**src/pfa_pkg.sv**
```systemverilog
package pfa_pkg;

    localparam int NUM_FRAMES = 64;
    localparam int OWNER_BITS = 16;
    localparam int AGE_W      = 32;

    localparam int ADDR_W  = (NUM_FRAMES > 1) ? $clog2(NUM_FRAMES) : 1;
    localparam int CNT_W   = $clog2(NUM_FRAMES + 1);
    localparam int PAGES_W = 7;
    localparam int CMP_W   = ((CNT_W > PAGES_W) ? CNT_W : PAGES_W) + 1;
    localparam int ENTRY_W = OWNER_BITS + AGE_W;

    localparam int PROC_W = 16;
    localparam int KIND_W = 2;
    localparam int HELD_W = 7;
    localparam int EVIC_W = 7;
    localparam int TOT_W  = 32;

    localparam int S_FIELDS_W = PROC_W + PAGES_W;
    localparam int S_DATA_W   = ((S_FIELDS_W + 7) / 8) * 8;
    localparam int M_FIELDS_W = 1 + HELD_W + EVIC_W + TOT_W + TOT_W;
    localparam int M_DATA_W   = ((M_FIELDS_W + 7) / 8) * 8;

    typedef logic [OWNER_BITS-1:0] owner_t;
    typedef logic [AGE_W-1:0]      age_t;
    typedef logic [ADDR_W-1:0]     addr_t;
    typedef logic [CNT_W-1:0]      cnt_t;
    typedef logic [CMP_W-1:0]      cmp_t;
    typedef logic [ENTRY_W-1:0]    entry_t;
    typedef logic [TOT_W-1:0]      tot_t;
    typedef logic [M_DATA_W-1:0]   m_data_t;

    typedef logic [KIND_W-1:0] kind_t;
    localparam kind_t KIND_TICK    = 2'd0;
    localparam kind_t KIND_ALLOC   = 2'd1;
    localparam kind_t KIND_RELEASE = 2'd2;

    typedef enum logic [5:0] {
        PASS_TICK  = 6'b000001,
        PASS_COUNT = 6'b000010,
        PASS_FREE  = 6'b000100,
        PASS_VICT  = 6'b001000,
        PASS_ACT   = 6'b010000,
        PASS_REL   = 6'b100000
    } pass_t;

    typedef struct packed {
        logic match;
        logic victim;
        logic older;
        age_t age_inc;
    } alu_res_t;

endpackage

```
**src/pfa_ram.sv**
```systemverilog
module pfa_ram #(
    parameter int WIDTH = 8,
    parameter int DEPTH = 16
) (
    input  logic                                   clk,
    input  logic                                   we,
    input  logic [((DEPTH > 1) ? $clog2(DEPTH) : 1)-1:0] waddr,
    input  logic [WIDTH-1:0]                       wdata,
    input  logic                                   re,
    input  logic [((DEPTH > 1) ? $clog2(DEPTH) : 1)-1:0] raddr,
    output logic [WIDTH-1:0]                       rdata
);

    logic [WIDTH-1:0] mem [DEPTH];

    always_ff @(posedge clk)
    begin
        if (we)
        begin
            mem[waddr] <= wdata;
        end
        if (re)
        begin
            rdata <= mem[raddr];
        end
    end

endmodule

```
**src/pfa_alu.sv**
```systemverilog
module pfa_alu (
    input  logic              owned,
    input  logic              active,
    input  pfa_pkg::entry_t   entry,
    input  pfa_pkg::owner_t   who,
    input  logic              found,
    input  pfa_pkg::age_t     best_age,
    output pfa_pkg::alu_res_t res
);

    pfa_pkg::owner_t owner;
    pfa_pkg::age_t   age;
    logic            same;

    assign owner = entry[pfa_pkg::OWNER_BITS-1:0];
    assign age   = entry[pfa_pkg::ENTRY_W-1:pfa_pkg::OWNER_BITS];
    assign same  = (owner == who);

    always_comb
    begin
        res.match   = owned && same;
        res.victim  = owned && !active && !same;
        res.older   = !found || (age > best_age);
        res.age_inc = (age == '1) ? age : age + pfa_pkg::age_t'(1);
    end

endmodule

```
**src/page_frame_allocator_age_evict_top.sv**
```systemverilog
// Channel   Direction  Handshake             Payload
// s_*       in         s_tvalid / s_tready   tuser: kind; tdata: proc_id, pages_needed
// m_*       out        m_tvalid / m_tready   tdata: granted, frames_held, evictions, totals
//
// Every transaction is served by passes over the frame table, one entry per cycle
// through the owner/age RAM read port.
// A tick or release takes one pass, an allocate two or three passes plus one per eviction.
// Reset frees every frame at once through per-frame owned and active flags.
// A new transaction is taken once the previous one has reached the output register,
// which holds its result until the downstream side takes it.
module page_frame_allocator_age_evict_top (
    input  logic                            clk,
    input  logic                            rst_n,
    input  logic                            s_tvalid,
    output logic                            s_tready,
    input  logic [pfa_pkg::S_DATA_W-1:0]    s_tdata,  // proc_id, pages_needed
    input  logic [pfa_pkg::KIND_W-1:0]      s_tuser,  // kind
    output logic                            m_tvalid,
    input  logic                            m_tready,
    output logic [pfa_pkg::M_DATA_W-1:0]    m_tdata   // granted, frames_held, evictions,
                                                      // paged_in_total, paged_out_total
);

    typedef enum logic [3:0] {
        S_IDLE = 4'b0001,
        S_SCAN = 4'b0010,
        S_NEXT = 4'b0100,
        S_DONE = 4'b1000
    } state_t;

    state_t                   state_reg, state_next;
    pfa_pkg::pass_t           pass_reg, pass_next;
    pfa_pkg::kind_t           kind_reg, kind_next;
    pfa_pkg::owner_t          who_reg, who_next;
    logic [pfa_pkg::PAGES_W-1:0] want_reg, want_next;
    pfa_pkg::cnt_t            have_reg, have_next;
    pfa_pkg::cnt_t            evict_reg, evict_next;
    logic                     grant_reg, grant_next;
    pfa_pkg::cnt_t            idx_reg, idx_next;
    pfa_pkg::addr_t           proc_idx_reg, proc_idx_next;
    logic                     proc_vld_reg, proc_vld_next;
    logic                     found_reg, found_next;
    pfa_pkg::age_t            best_age_reg, best_age_next;
    pfa_pkg::addr_t           best_idx_reg, best_idx_next;
    logic [pfa_pkg::NUM_FRAMES-1:0] owned_reg, owned_next;
    logic [pfa_pkg::NUM_FRAMES-1:0] active_reg, active_next;
    pfa_pkg::tot_t            in_tot_reg, in_tot_next;
    pfa_pkg::tot_t            out_tot_reg, out_tot_next;
    logic                     mvalid_reg, mvalid_next;
    pfa_pkg::m_data_t         mdata_reg, mdata_next;

    logic              ram_we;
    pfa_pkg::addr_t    ram_waddr;
    pfa_pkg::entry_t   ram_wdata;
    logic              ram_re;
    pfa_pkg::entry_t   ram_rdata;
    pfa_pkg::alu_res_t alu_res;
    logic              have_ge_want;
    logic              have1_ge_want;

    pfa_ram #(
        .WIDTH(pfa_pkg::ENTRY_W),
        .DEPTH(pfa_pkg::NUM_FRAMES)
    ) u_ram (
        .clk   (clk),
        .we    (ram_we),
        .waddr (ram_waddr),
        .wdata (ram_wdata),
        .re    (ram_re),
        .raddr (idx_reg[pfa_pkg::ADDR_W-1:0]),
        .rdata (ram_rdata)
    );

    pfa_alu u_alu (
        .owned    (owned_reg[proc_idx_reg]),
        .active   (active_reg[proc_idx_reg]),
        .entry    (ram_rdata),
        .who      (who_reg),
        .found    (found_reg),
        .best_age (best_age_reg),
        .res      (alu_res)
    );

    assign s_tready = (state_reg == S_IDLE);
    assign m_tvalid = mvalid_reg;
    assign m_tdata  = mdata_reg;

    assign have_ge_want  = pfa_pkg::cmp_t'(have_reg) >= pfa_pkg::cmp_t'(want_reg);
    assign have1_ge_want = (pfa_pkg::cmp_t'(have_reg) + pfa_pkg::cmp_t'(1))
                           >= pfa_pkg::cmp_t'(want_reg);

    always_comb
    begin
        state_next    = state_reg;
        pass_next     = pass_reg;
        kind_next     = kind_reg;
        who_next      = who_reg;
        want_next     = want_reg;
        have_next     = have_reg;
        evict_next    = evict_reg;
        grant_next    = grant_reg;
        idx_next      = idx_reg;
        proc_idx_next = proc_idx_reg;
        proc_vld_next = proc_vld_reg;
        found_next    = found_reg;
        best_age_next = best_age_reg;
        best_idx_next = best_idx_reg;
        owned_next    = owned_reg;
        active_next   = active_reg;
        in_tot_next   = in_tot_reg;
        out_tot_next  = out_tot_reg;
        mvalid_next   = mvalid_reg;
        mdata_next    = mdata_reg;
        ram_we        = 1'b0;
        ram_waddr     = proc_idx_reg;
        ram_wdata     = {pfa_pkg::age_t'(0), who_reg};
        ram_re        = 1'b0;

        if (mvalid_reg && m_tready)
        begin
            mvalid_next = 1'b0;
        end

        case (state_reg)
            S_IDLE:
            begin
                if (s_tvalid)
                begin
                    kind_next     = s_tuser;
                    who_next      = pfa_pkg::owner_t'(s_tdata[pfa_pkg::PROC_W-1:0]);
                    want_next     = s_tdata[pfa_pkg::S_FIELDS_W-1:pfa_pkg::PROC_W];
                    have_next     = '0;
                    evict_next    = '0;
                    grant_next    = 1'b0;
                    idx_next      = '0;
                    proc_vld_next = 1'b0;
                    found_next    = 1'b0;
                    best_age_next = '0;
                    state_next    = S_SCAN;
                    if (s_tuser == pfa_pkg::KIND_TICK)
                    begin
                        pass_next = pfa_pkg::PASS_TICK;
                    end
                    else if (s_tuser == pfa_pkg::KIND_RELEASE)
                    begin
                        pass_next = pfa_pkg::PASS_REL;
                    end
                    else
                    begin
                        pass_next = pfa_pkg::PASS_COUNT;
                    end
                end
            end

            S_SCAN:
            begin
                proc_vld_next = 1'b0;
                if (idx_reg < pfa_pkg::cnt_t'(pfa_pkg::NUM_FRAMES))
                begin
                    ram_re        = 1'b1;
                    proc_idx_next = idx_reg[pfa_pkg::ADDR_W-1:0];
                    proc_vld_next = 1'b1;
                    idx_next      = idx_reg + pfa_pkg::cnt_t'(1);
                end
                if (proc_vld_reg)
                begin
                    case (pass_reg)
                        pfa_pkg::PASS_TICK:
                        begin
                            if (owned_reg[proc_idx_reg])
                            begin
                                ram_we    = 1'b1;
                                ram_wdata = {alu_res.age_inc,
                                             ram_rdata[pfa_pkg::OWNER_BITS-1:0]};
                            end
                            if (alu_res.match)
                            begin
                                have_next = have_reg + pfa_pkg::cnt_t'(1);
                            end
                        end
                        pfa_pkg::PASS_COUNT:
                        begin
                            if (alu_res.match)
                            begin
                                have_next = have_reg + pfa_pkg::cnt_t'(1);
                            end
                        end
                        pfa_pkg::PASS_FREE:
                        begin
                            if (!owned_reg[proc_idx_reg] && !have_ge_want)
                            begin
                                owned_next[proc_idx_reg]  = 1'b1;
                                active_next[proc_idx_reg] = 1'b0;
                                ram_we      = 1'b1;
                                in_tot_next = in_tot_reg + pfa_pkg::tot_t'(1);
                                have_next   = have_reg + pfa_pkg::cnt_t'(1);
                            end
                        end
                        pfa_pkg::PASS_VICT:
                        begin
                            if (alu_res.victim && alu_res.older)
                            begin
                                found_next    = 1'b1;
                                best_age_next =
                                    ram_rdata[pfa_pkg::ENTRY_W-1:pfa_pkg::OWNER_BITS];
                                best_idx_next = proc_idx_reg;
                            end
                        end
                        pfa_pkg::PASS_ACT:
                        begin
                            if (alu_res.match)
                            begin
                                active_next[proc_idx_reg] = 1'b1;
                            end
                        end
                        pfa_pkg::PASS_REL:
                        begin
                            if (alu_res.match)
                            begin
                                owned_next[proc_idx_reg]  = 1'b0;
                                active_next[proc_idx_reg] = 1'b0;
                            end
                        end
                        default:
                        begin
                        end
                    endcase
                    if (proc_idx_reg == pfa_pkg::addr_t'(pfa_pkg::NUM_FRAMES - 1))
                    begin
                        state_next = S_NEXT;
                    end
                end
            end

            S_NEXT:
            begin
                idx_next      = '0;
                proc_vld_next = 1'b0;
                found_next    = 1'b0;
                best_age_next = '0;
                state_next    = S_SCAN;
                case (pass_reg)
                    pfa_pkg::PASS_COUNT:
                    begin
                        if (kind_reg != pfa_pkg::KIND_ALLOC)
                        begin
                            state_next = S_DONE;
                        end
                        else if (have_ge_want)
                        begin
                            pass_next = pfa_pkg::PASS_ACT;
                        end
                        else
                        begin
                            pass_next = pfa_pkg::PASS_FREE;
                        end
                    end
                    pfa_pkg::PASS_FREE:
                    begin
                        pass_next = have_ge_want ? pfa_pkg::PASS_ACT : pfa_pkg::PASS_VICT;
                    end
                    pfa_pkg::PASS_VICT:
                    begin
                        if (!found_reg)
                        begin
                            state_next = S_DONE;
                        end
                        else
                        begin
                            ram_we                    = 1'b1;
                            ram_waddr                 = best_idx_reg;
                            active_next[best_idx_reg] = 1'b0;
                            out_tot_next = out_tot_reg + pfa_pkg::tot_t'(1);
                            in_tot_next  = in_tot_reg + pfa_pkg::tot_t'(1);
                            evict_next   = evict_reg + pfa_pkg::cnt_t'(1);
                            have_next    = have_reg + pfa_pkg::cnt_t'(1);
                            if (have1_ge_want)
                            begin
                                pass_next = pfa_pkg::PASS_ACT;
                            end
                        end
                    end
                    pfa_pkg::PASS_ACT:
                    begin
                        grant_next = 1'b1;
                        state_next = S_DONE;
                    end
                    default:
                    begin
                        state_next = S_DONE;
                    end
                endcase
            end

            S_DONE:
            begin
                if (!mvalid_reg || m_tready)
                begin
                    mvalid_next = 1'b1;
                    mdata_next  = pfa_pkg::m_data_t'({out_tot_reg, in_tot_reg,
                                      evict_reg[pfa_pkg::EVIC_W-1:0],
                                      have_reg[pfa_pkg::HELD_W-1:0], grant_reg});
                    state_next  = S_IDLE;
                end
            end

            default:
            begin
                state_next = S_IDLE;
            end
        endcase
    end

    always_ff @(posedge clk or negedge rst_n)
    begin
        if (!rst_n)
        begin
            state_reg    <= S_IDLE;
            pass_reg     <= pfa_pkg::PASS_COUNT;
            proc_vld_reg <= 1'b0;
            idx_reg      <= '0;
            owned_reg    <= '0;
            active_reg   <= '0;
            in_tot_reg   <= '0;
            out_tot_reg  <= '0;
            mvalid_reg   <= 1'b0;
            have_reg     <= '0;
            evict_reg    <= '0;
            found_reg    <= 1'b0;
        end
        else
        begin
            state_reg    <= state_next;
            pass_reg     <= pass_next;
            proc_vld_reg <= proc_vld_next;
            idx_reg      <= idx_next;
            owned_reg    <= owned_next;
            active_reg   <= active_next;
            in_tot_reg   <= in_tot_next;
            out_tot_reg  <= out_tot_next;
            mvalid_reg   <= mvalid_next;
            have_reg     <= have_next;
            evict_reg    <= evict_next;
            found_reg    <= found_next;
        end
    end

    always_ff @(posedge clk)
    begin
        kind_reg     <= kind_next;
        who_reg      <= who_next;
        want_reg     <= want_next;
        grant_reg    <= grant_next;
        proc_idx_reg <= proc_idx_next;
        best_age_reg <= best_age_next;
        best_idx_reg <= best_idx_next;
        mdata_reg    <= mdata_next;
    end

    // Every eviction also hands the frame to the requester.
    a_evict_le_have: assert property (@(posedge clk) disable iff (!rst_n)
        evict_reg <= have_reg)
        else $error("eviction count exceeds frames held");

    a_in_step: assert property (@(posedge clk) disable iff (!rst_n)
        (in_tot_reg == $past(in_tot_reg)) ||
        (in_tot_reg == $past(in_tot_reg) + pfa_pkg::tot_t'(1)))
        else $error("paged-in total moved by more than one");

    a_out_with_in: assert property (@(posedge clk) disable iff (!rst_n)
        (out_tot_reg != $past(out_tot_reg)) |-> (in_tot_reg != $past(in_tot_reg)))
        else $error("eviction without a matching page-in");

endmodule
```
**config.mk**
```make
export PLATFORM = sky130hd
export DESIGN_NAME = page_frame_allocator_age_evict_top
export DESIGN_NICKNAME = d
export VERILOG_FILES = /design/src/pfa_pkg.sv /design/src/pfa_ram.sv /design/src/pfa_alu.sv /design/src/page_frame_allocator_age_evict_top.sv
export SDC_FILE = /design/constraint.sdc
export NUM_CORES = 2
export LEC_CHECK = 0
export BUFFER_PORTS_ARGS = -buffer_cell sky130_fd_sc_hd__buf_4
export CAP_MARGIN = 10
export CORE_MARGIN = 4
export CORE_UTILIZATION = 45
export DETAILED_ROUTE_END_ITERATION = 6
export PLACE_DENSITY_LB_ADDON = 0.1
export SLEW_MARGIN = 10
export SYNTH_ARGS = -nofsm -noshare
export SYNTH_HDL_FRONTEND = slang
export SYNTH_SLANG_ARGS = --single-unit
```
**constraint.sdc**
```tcl
create_clock -name clk -period 10 [get_ports clk]
set_input_delay 2 -clock clk [delete_from_list [all_inputs] [get_ports clk]]
set_output_delay 2 -clock clk [all_outputs]
set_load 0.02 [all_outputs]
```
==> impl_metrics.yaml <==
outcome:
  outcome: "finished, violations left"
  violations: "design-rule violations"
critical_path:
  path_class: "register to register"
  worstReg2RegStart: "proc_idx_reg[2]"
  start_kind: "register"
  cp_max_fo: 44
  crit_arrival_ps: 7320
  crit_path_start: "proc_idx_reg[2]"
  r2r_slack_ps: 3200
  end_kind: "register"
  rr_worst_depth: 10
  timing.rr.end: "u_ram.mem[24][21]"
  critPathCapture: "u_ram.mem[24][21]"
  cp.required_ps: 10520
floorplan:
  die_x_um: 560
  core_um2: 303000
  boundaryPins: 112
  initial_core_util: 0.452
  die_area_um2: 313000
  die_h_um: 560
  rows: 202
cts:
  ctsHoldBuffers: 0
  postCtsResizedCells: 0
  post_cts_buffers: 0
  clk_latency_ps: 950
  cts_htree_levels: 5
  cts_tree: "done"
  cts_root_buf: "clkbuf_16"
  cts_buffer_depth: 4
  clkSinkCount: 3495
  clk_pin_slew_ps: 60
  cts-buffers-inserted: 369
timing:
  fin_hold_ws_ps: 433
  hold_viol: 0
  fin_crit_ps: 6800
  setup_viol: 0
  fmax_mhz: 147
  grt_setup_unrepaired: "false"
  worst_slack_ps: 3200
  final.period_utilization: 0.680
  tns_ps: 0
  fin_skew_ps: 57.4
  maxSlewHeadroom: 0.182
  worstMarginPinSlew_ps: 1230
  maxSlewViolCount: 0
global_route:
  antenna_found_initial: 25
  grt_usage: 0.227
  grt_max_degree: 129
  grt_pass1_vias: 67627
  grt_pass1_wl_mm: 511
  overflow: 0
power_and_ir_drop:
  irDropWorstVdd_uv: 171
  powerDensity_nw_per_um2: 233
  power_leakage_nw: 48.8
  finalPower_mw: 36.4
route:
  viasPerCell: 6.09
  wire_per_inst_um: 32.9
  via_count: 66381
  routed_wl_mm: 358
  drc: 1
  ant_nets: 0
  drt_iter0_drc: 8084
  dr.pass1.iters: 7
cells_and_area:
  multiInputGateArea_um2: 32100
  seqCellArea_um2: 104000
  final_util: 0.514
  final_area_um2: 156000
  top_register: "u_ram.mem"
  area_delta_synth_final_pct: 13.8
  largest_reg_flops: 3072
  drive_above_1_share: 0.301
  finalNetCount: 6687
  layoutNonFillerInstCount: 10892
  nFillCells: 23789
synth:
  synth_top_flop_cell: "edfxtp_1"
  yosysWarnings: 0
  ys_ff_latch: 3495
  yosys-top-cells-area: "edfxtp_1, mux4_2, dfrtp_1"
  synth_commonest_cells: "edfxtp_1, mux4_2, clkbuf_1, dfrtp_1, nor3_1"
  ys_types: 79
  async_flop_share: 0.0647
  syn_nets: 6322
  synth_area_um2: 137000
  avgSynthCellArea_um2: 21.9
  synth_most_common_cell: "edfxtp_1"
  ys_seq_area_frac: 0.758
  syn_inst: 6240
  synth-edff-count: 3269
  yosys.area.top_type: "edfxtp_1"
  post-synth-top-area-fraction: 0.717
place:
  dp_hpwl_mm: 193
  gp_congestion: 0.816
  numPlacedInstances: 10210
  placed_cell_area_um2: 144000
  numPortBuffers: 109
  dpl_worst_slack_ps: 3180
worst_hold_path:
  hold_path.class: "register to register"
flow_run:
  cap_violations: 0
==> layer usage <==
layer / up-vias / part of all wire / global-route usage
met3: 532 / 0.069 / 0.0366
met4: 4 / 0.025 / 0.0561
met5: - / 0.000075 / 0
met2: 2428 / 0.48 / 0.360
met1: 36411 / 0.43 / 0.332
li1: 27006 / - / -
==> how the worst min path moves through the flow <==
stage	to	cells after the start	slack (ps)	from
2_1_floorplan	m_tdata[0]	0	400	grant_reg
3_3_place_gp	m_tdata[0]	0	420	grant_reg
3_5_place_dp	m_tdata[0]	0	420	grant_reg
4_1_cts	m_tdata[0]	0	430	grant_reg
5_1_grt	m_tdata[0]	0	440	grant_reg
6_report	m_tdata[0]	0	430	grant_reg
==> worst max-delay path: stages (launching register included) <==
cell and delay [ps]:
edfxtp_1 780, buf_4 520, nor2b_1 750, a32oi_1 200
a31oi_1 300, nor4_2 130, and2_1 320, or4_4 930
and2_4 530, nor3_2 790, buf_4 900
==> kinds of logic after synthesis <==
| logic type | Yosys count | share of synthesized area |
|---|---|---|
| DFF | 3495 | 0.758 |
| muxes | 1136 | 0.176 |
| and+or+nand+nor | 700 | 0.0257 |
| buffers and inverters | 395 | 0.0117 |
| AOI/OAI and AO/OA | 344 | 0.0155 |
| xor gates and xnor gates | 117 | 0.00749 |
| adders and majority gates | 52 | 0.00475 |
| other | 1 | 0.0000274 |
==> layout make-up <==
type                       instances  area share
timing repair buffer             326      0.0169
sequential                      3495       0.667
tap                             3978      0.0320
clock buffer                     455      0.0623
multi-input combinational       2350       0.206
antenna                            6   0.0000964
inverter                          63     0.00153
clock inverter                   219      0.0145
==> power by group <==
part | total, mW | internal [mW] | leakage, nW | switching [mW]
Sequential | 16.5 | 16.2 | 33.3 | 0.245
Clock | 13.6 | 7.84 | 5.83 | 5.73
Combinational | 6.31 | 2.89 | 9.64 | 3.43
==> cell usage in the layout (no fill, tap or decap), types with 22 or more instances in the layout <==
| master | n |
|---|---|
| edfxtp_1 | 3269 |
| mux4_2 | 1012 |
| clkbuf_16 | 373 |
| buf_4 | 311 |
| dfrtp_1 | 218 |
| o21ai_0 | 138 |
| nand2_1 | 136 |
| nor2_1 | 115 |
| mux2_2 | 88 |
| nor3_1 | 87 |
| xor2_1 | 81 |
| clkbuf_1 | 76 |
| clkinv_1 | 75 |
| clkinv_2 | 70 |
| nor3_2 | 64 |
| inv_1 | 60 |
| a21oi_1 | 54 |
| ha_1 | 52 |
| nand3_1 | 44 |
| a22oi_1 | 39 |
| xnor2_1 | 36 |
| nor2b_1 | 36 |
| nand4_1 | 36 |
| bufinv_16 | 35 |
| and2_1 | 34 |
| mux2i_1 | 31 |
| nor2_4 | 31 |
| and3_1 | 23 |
| nand2b_1 | 22 |
| nor4_1 | 22 |
Power figures use the tool's default switching activity.
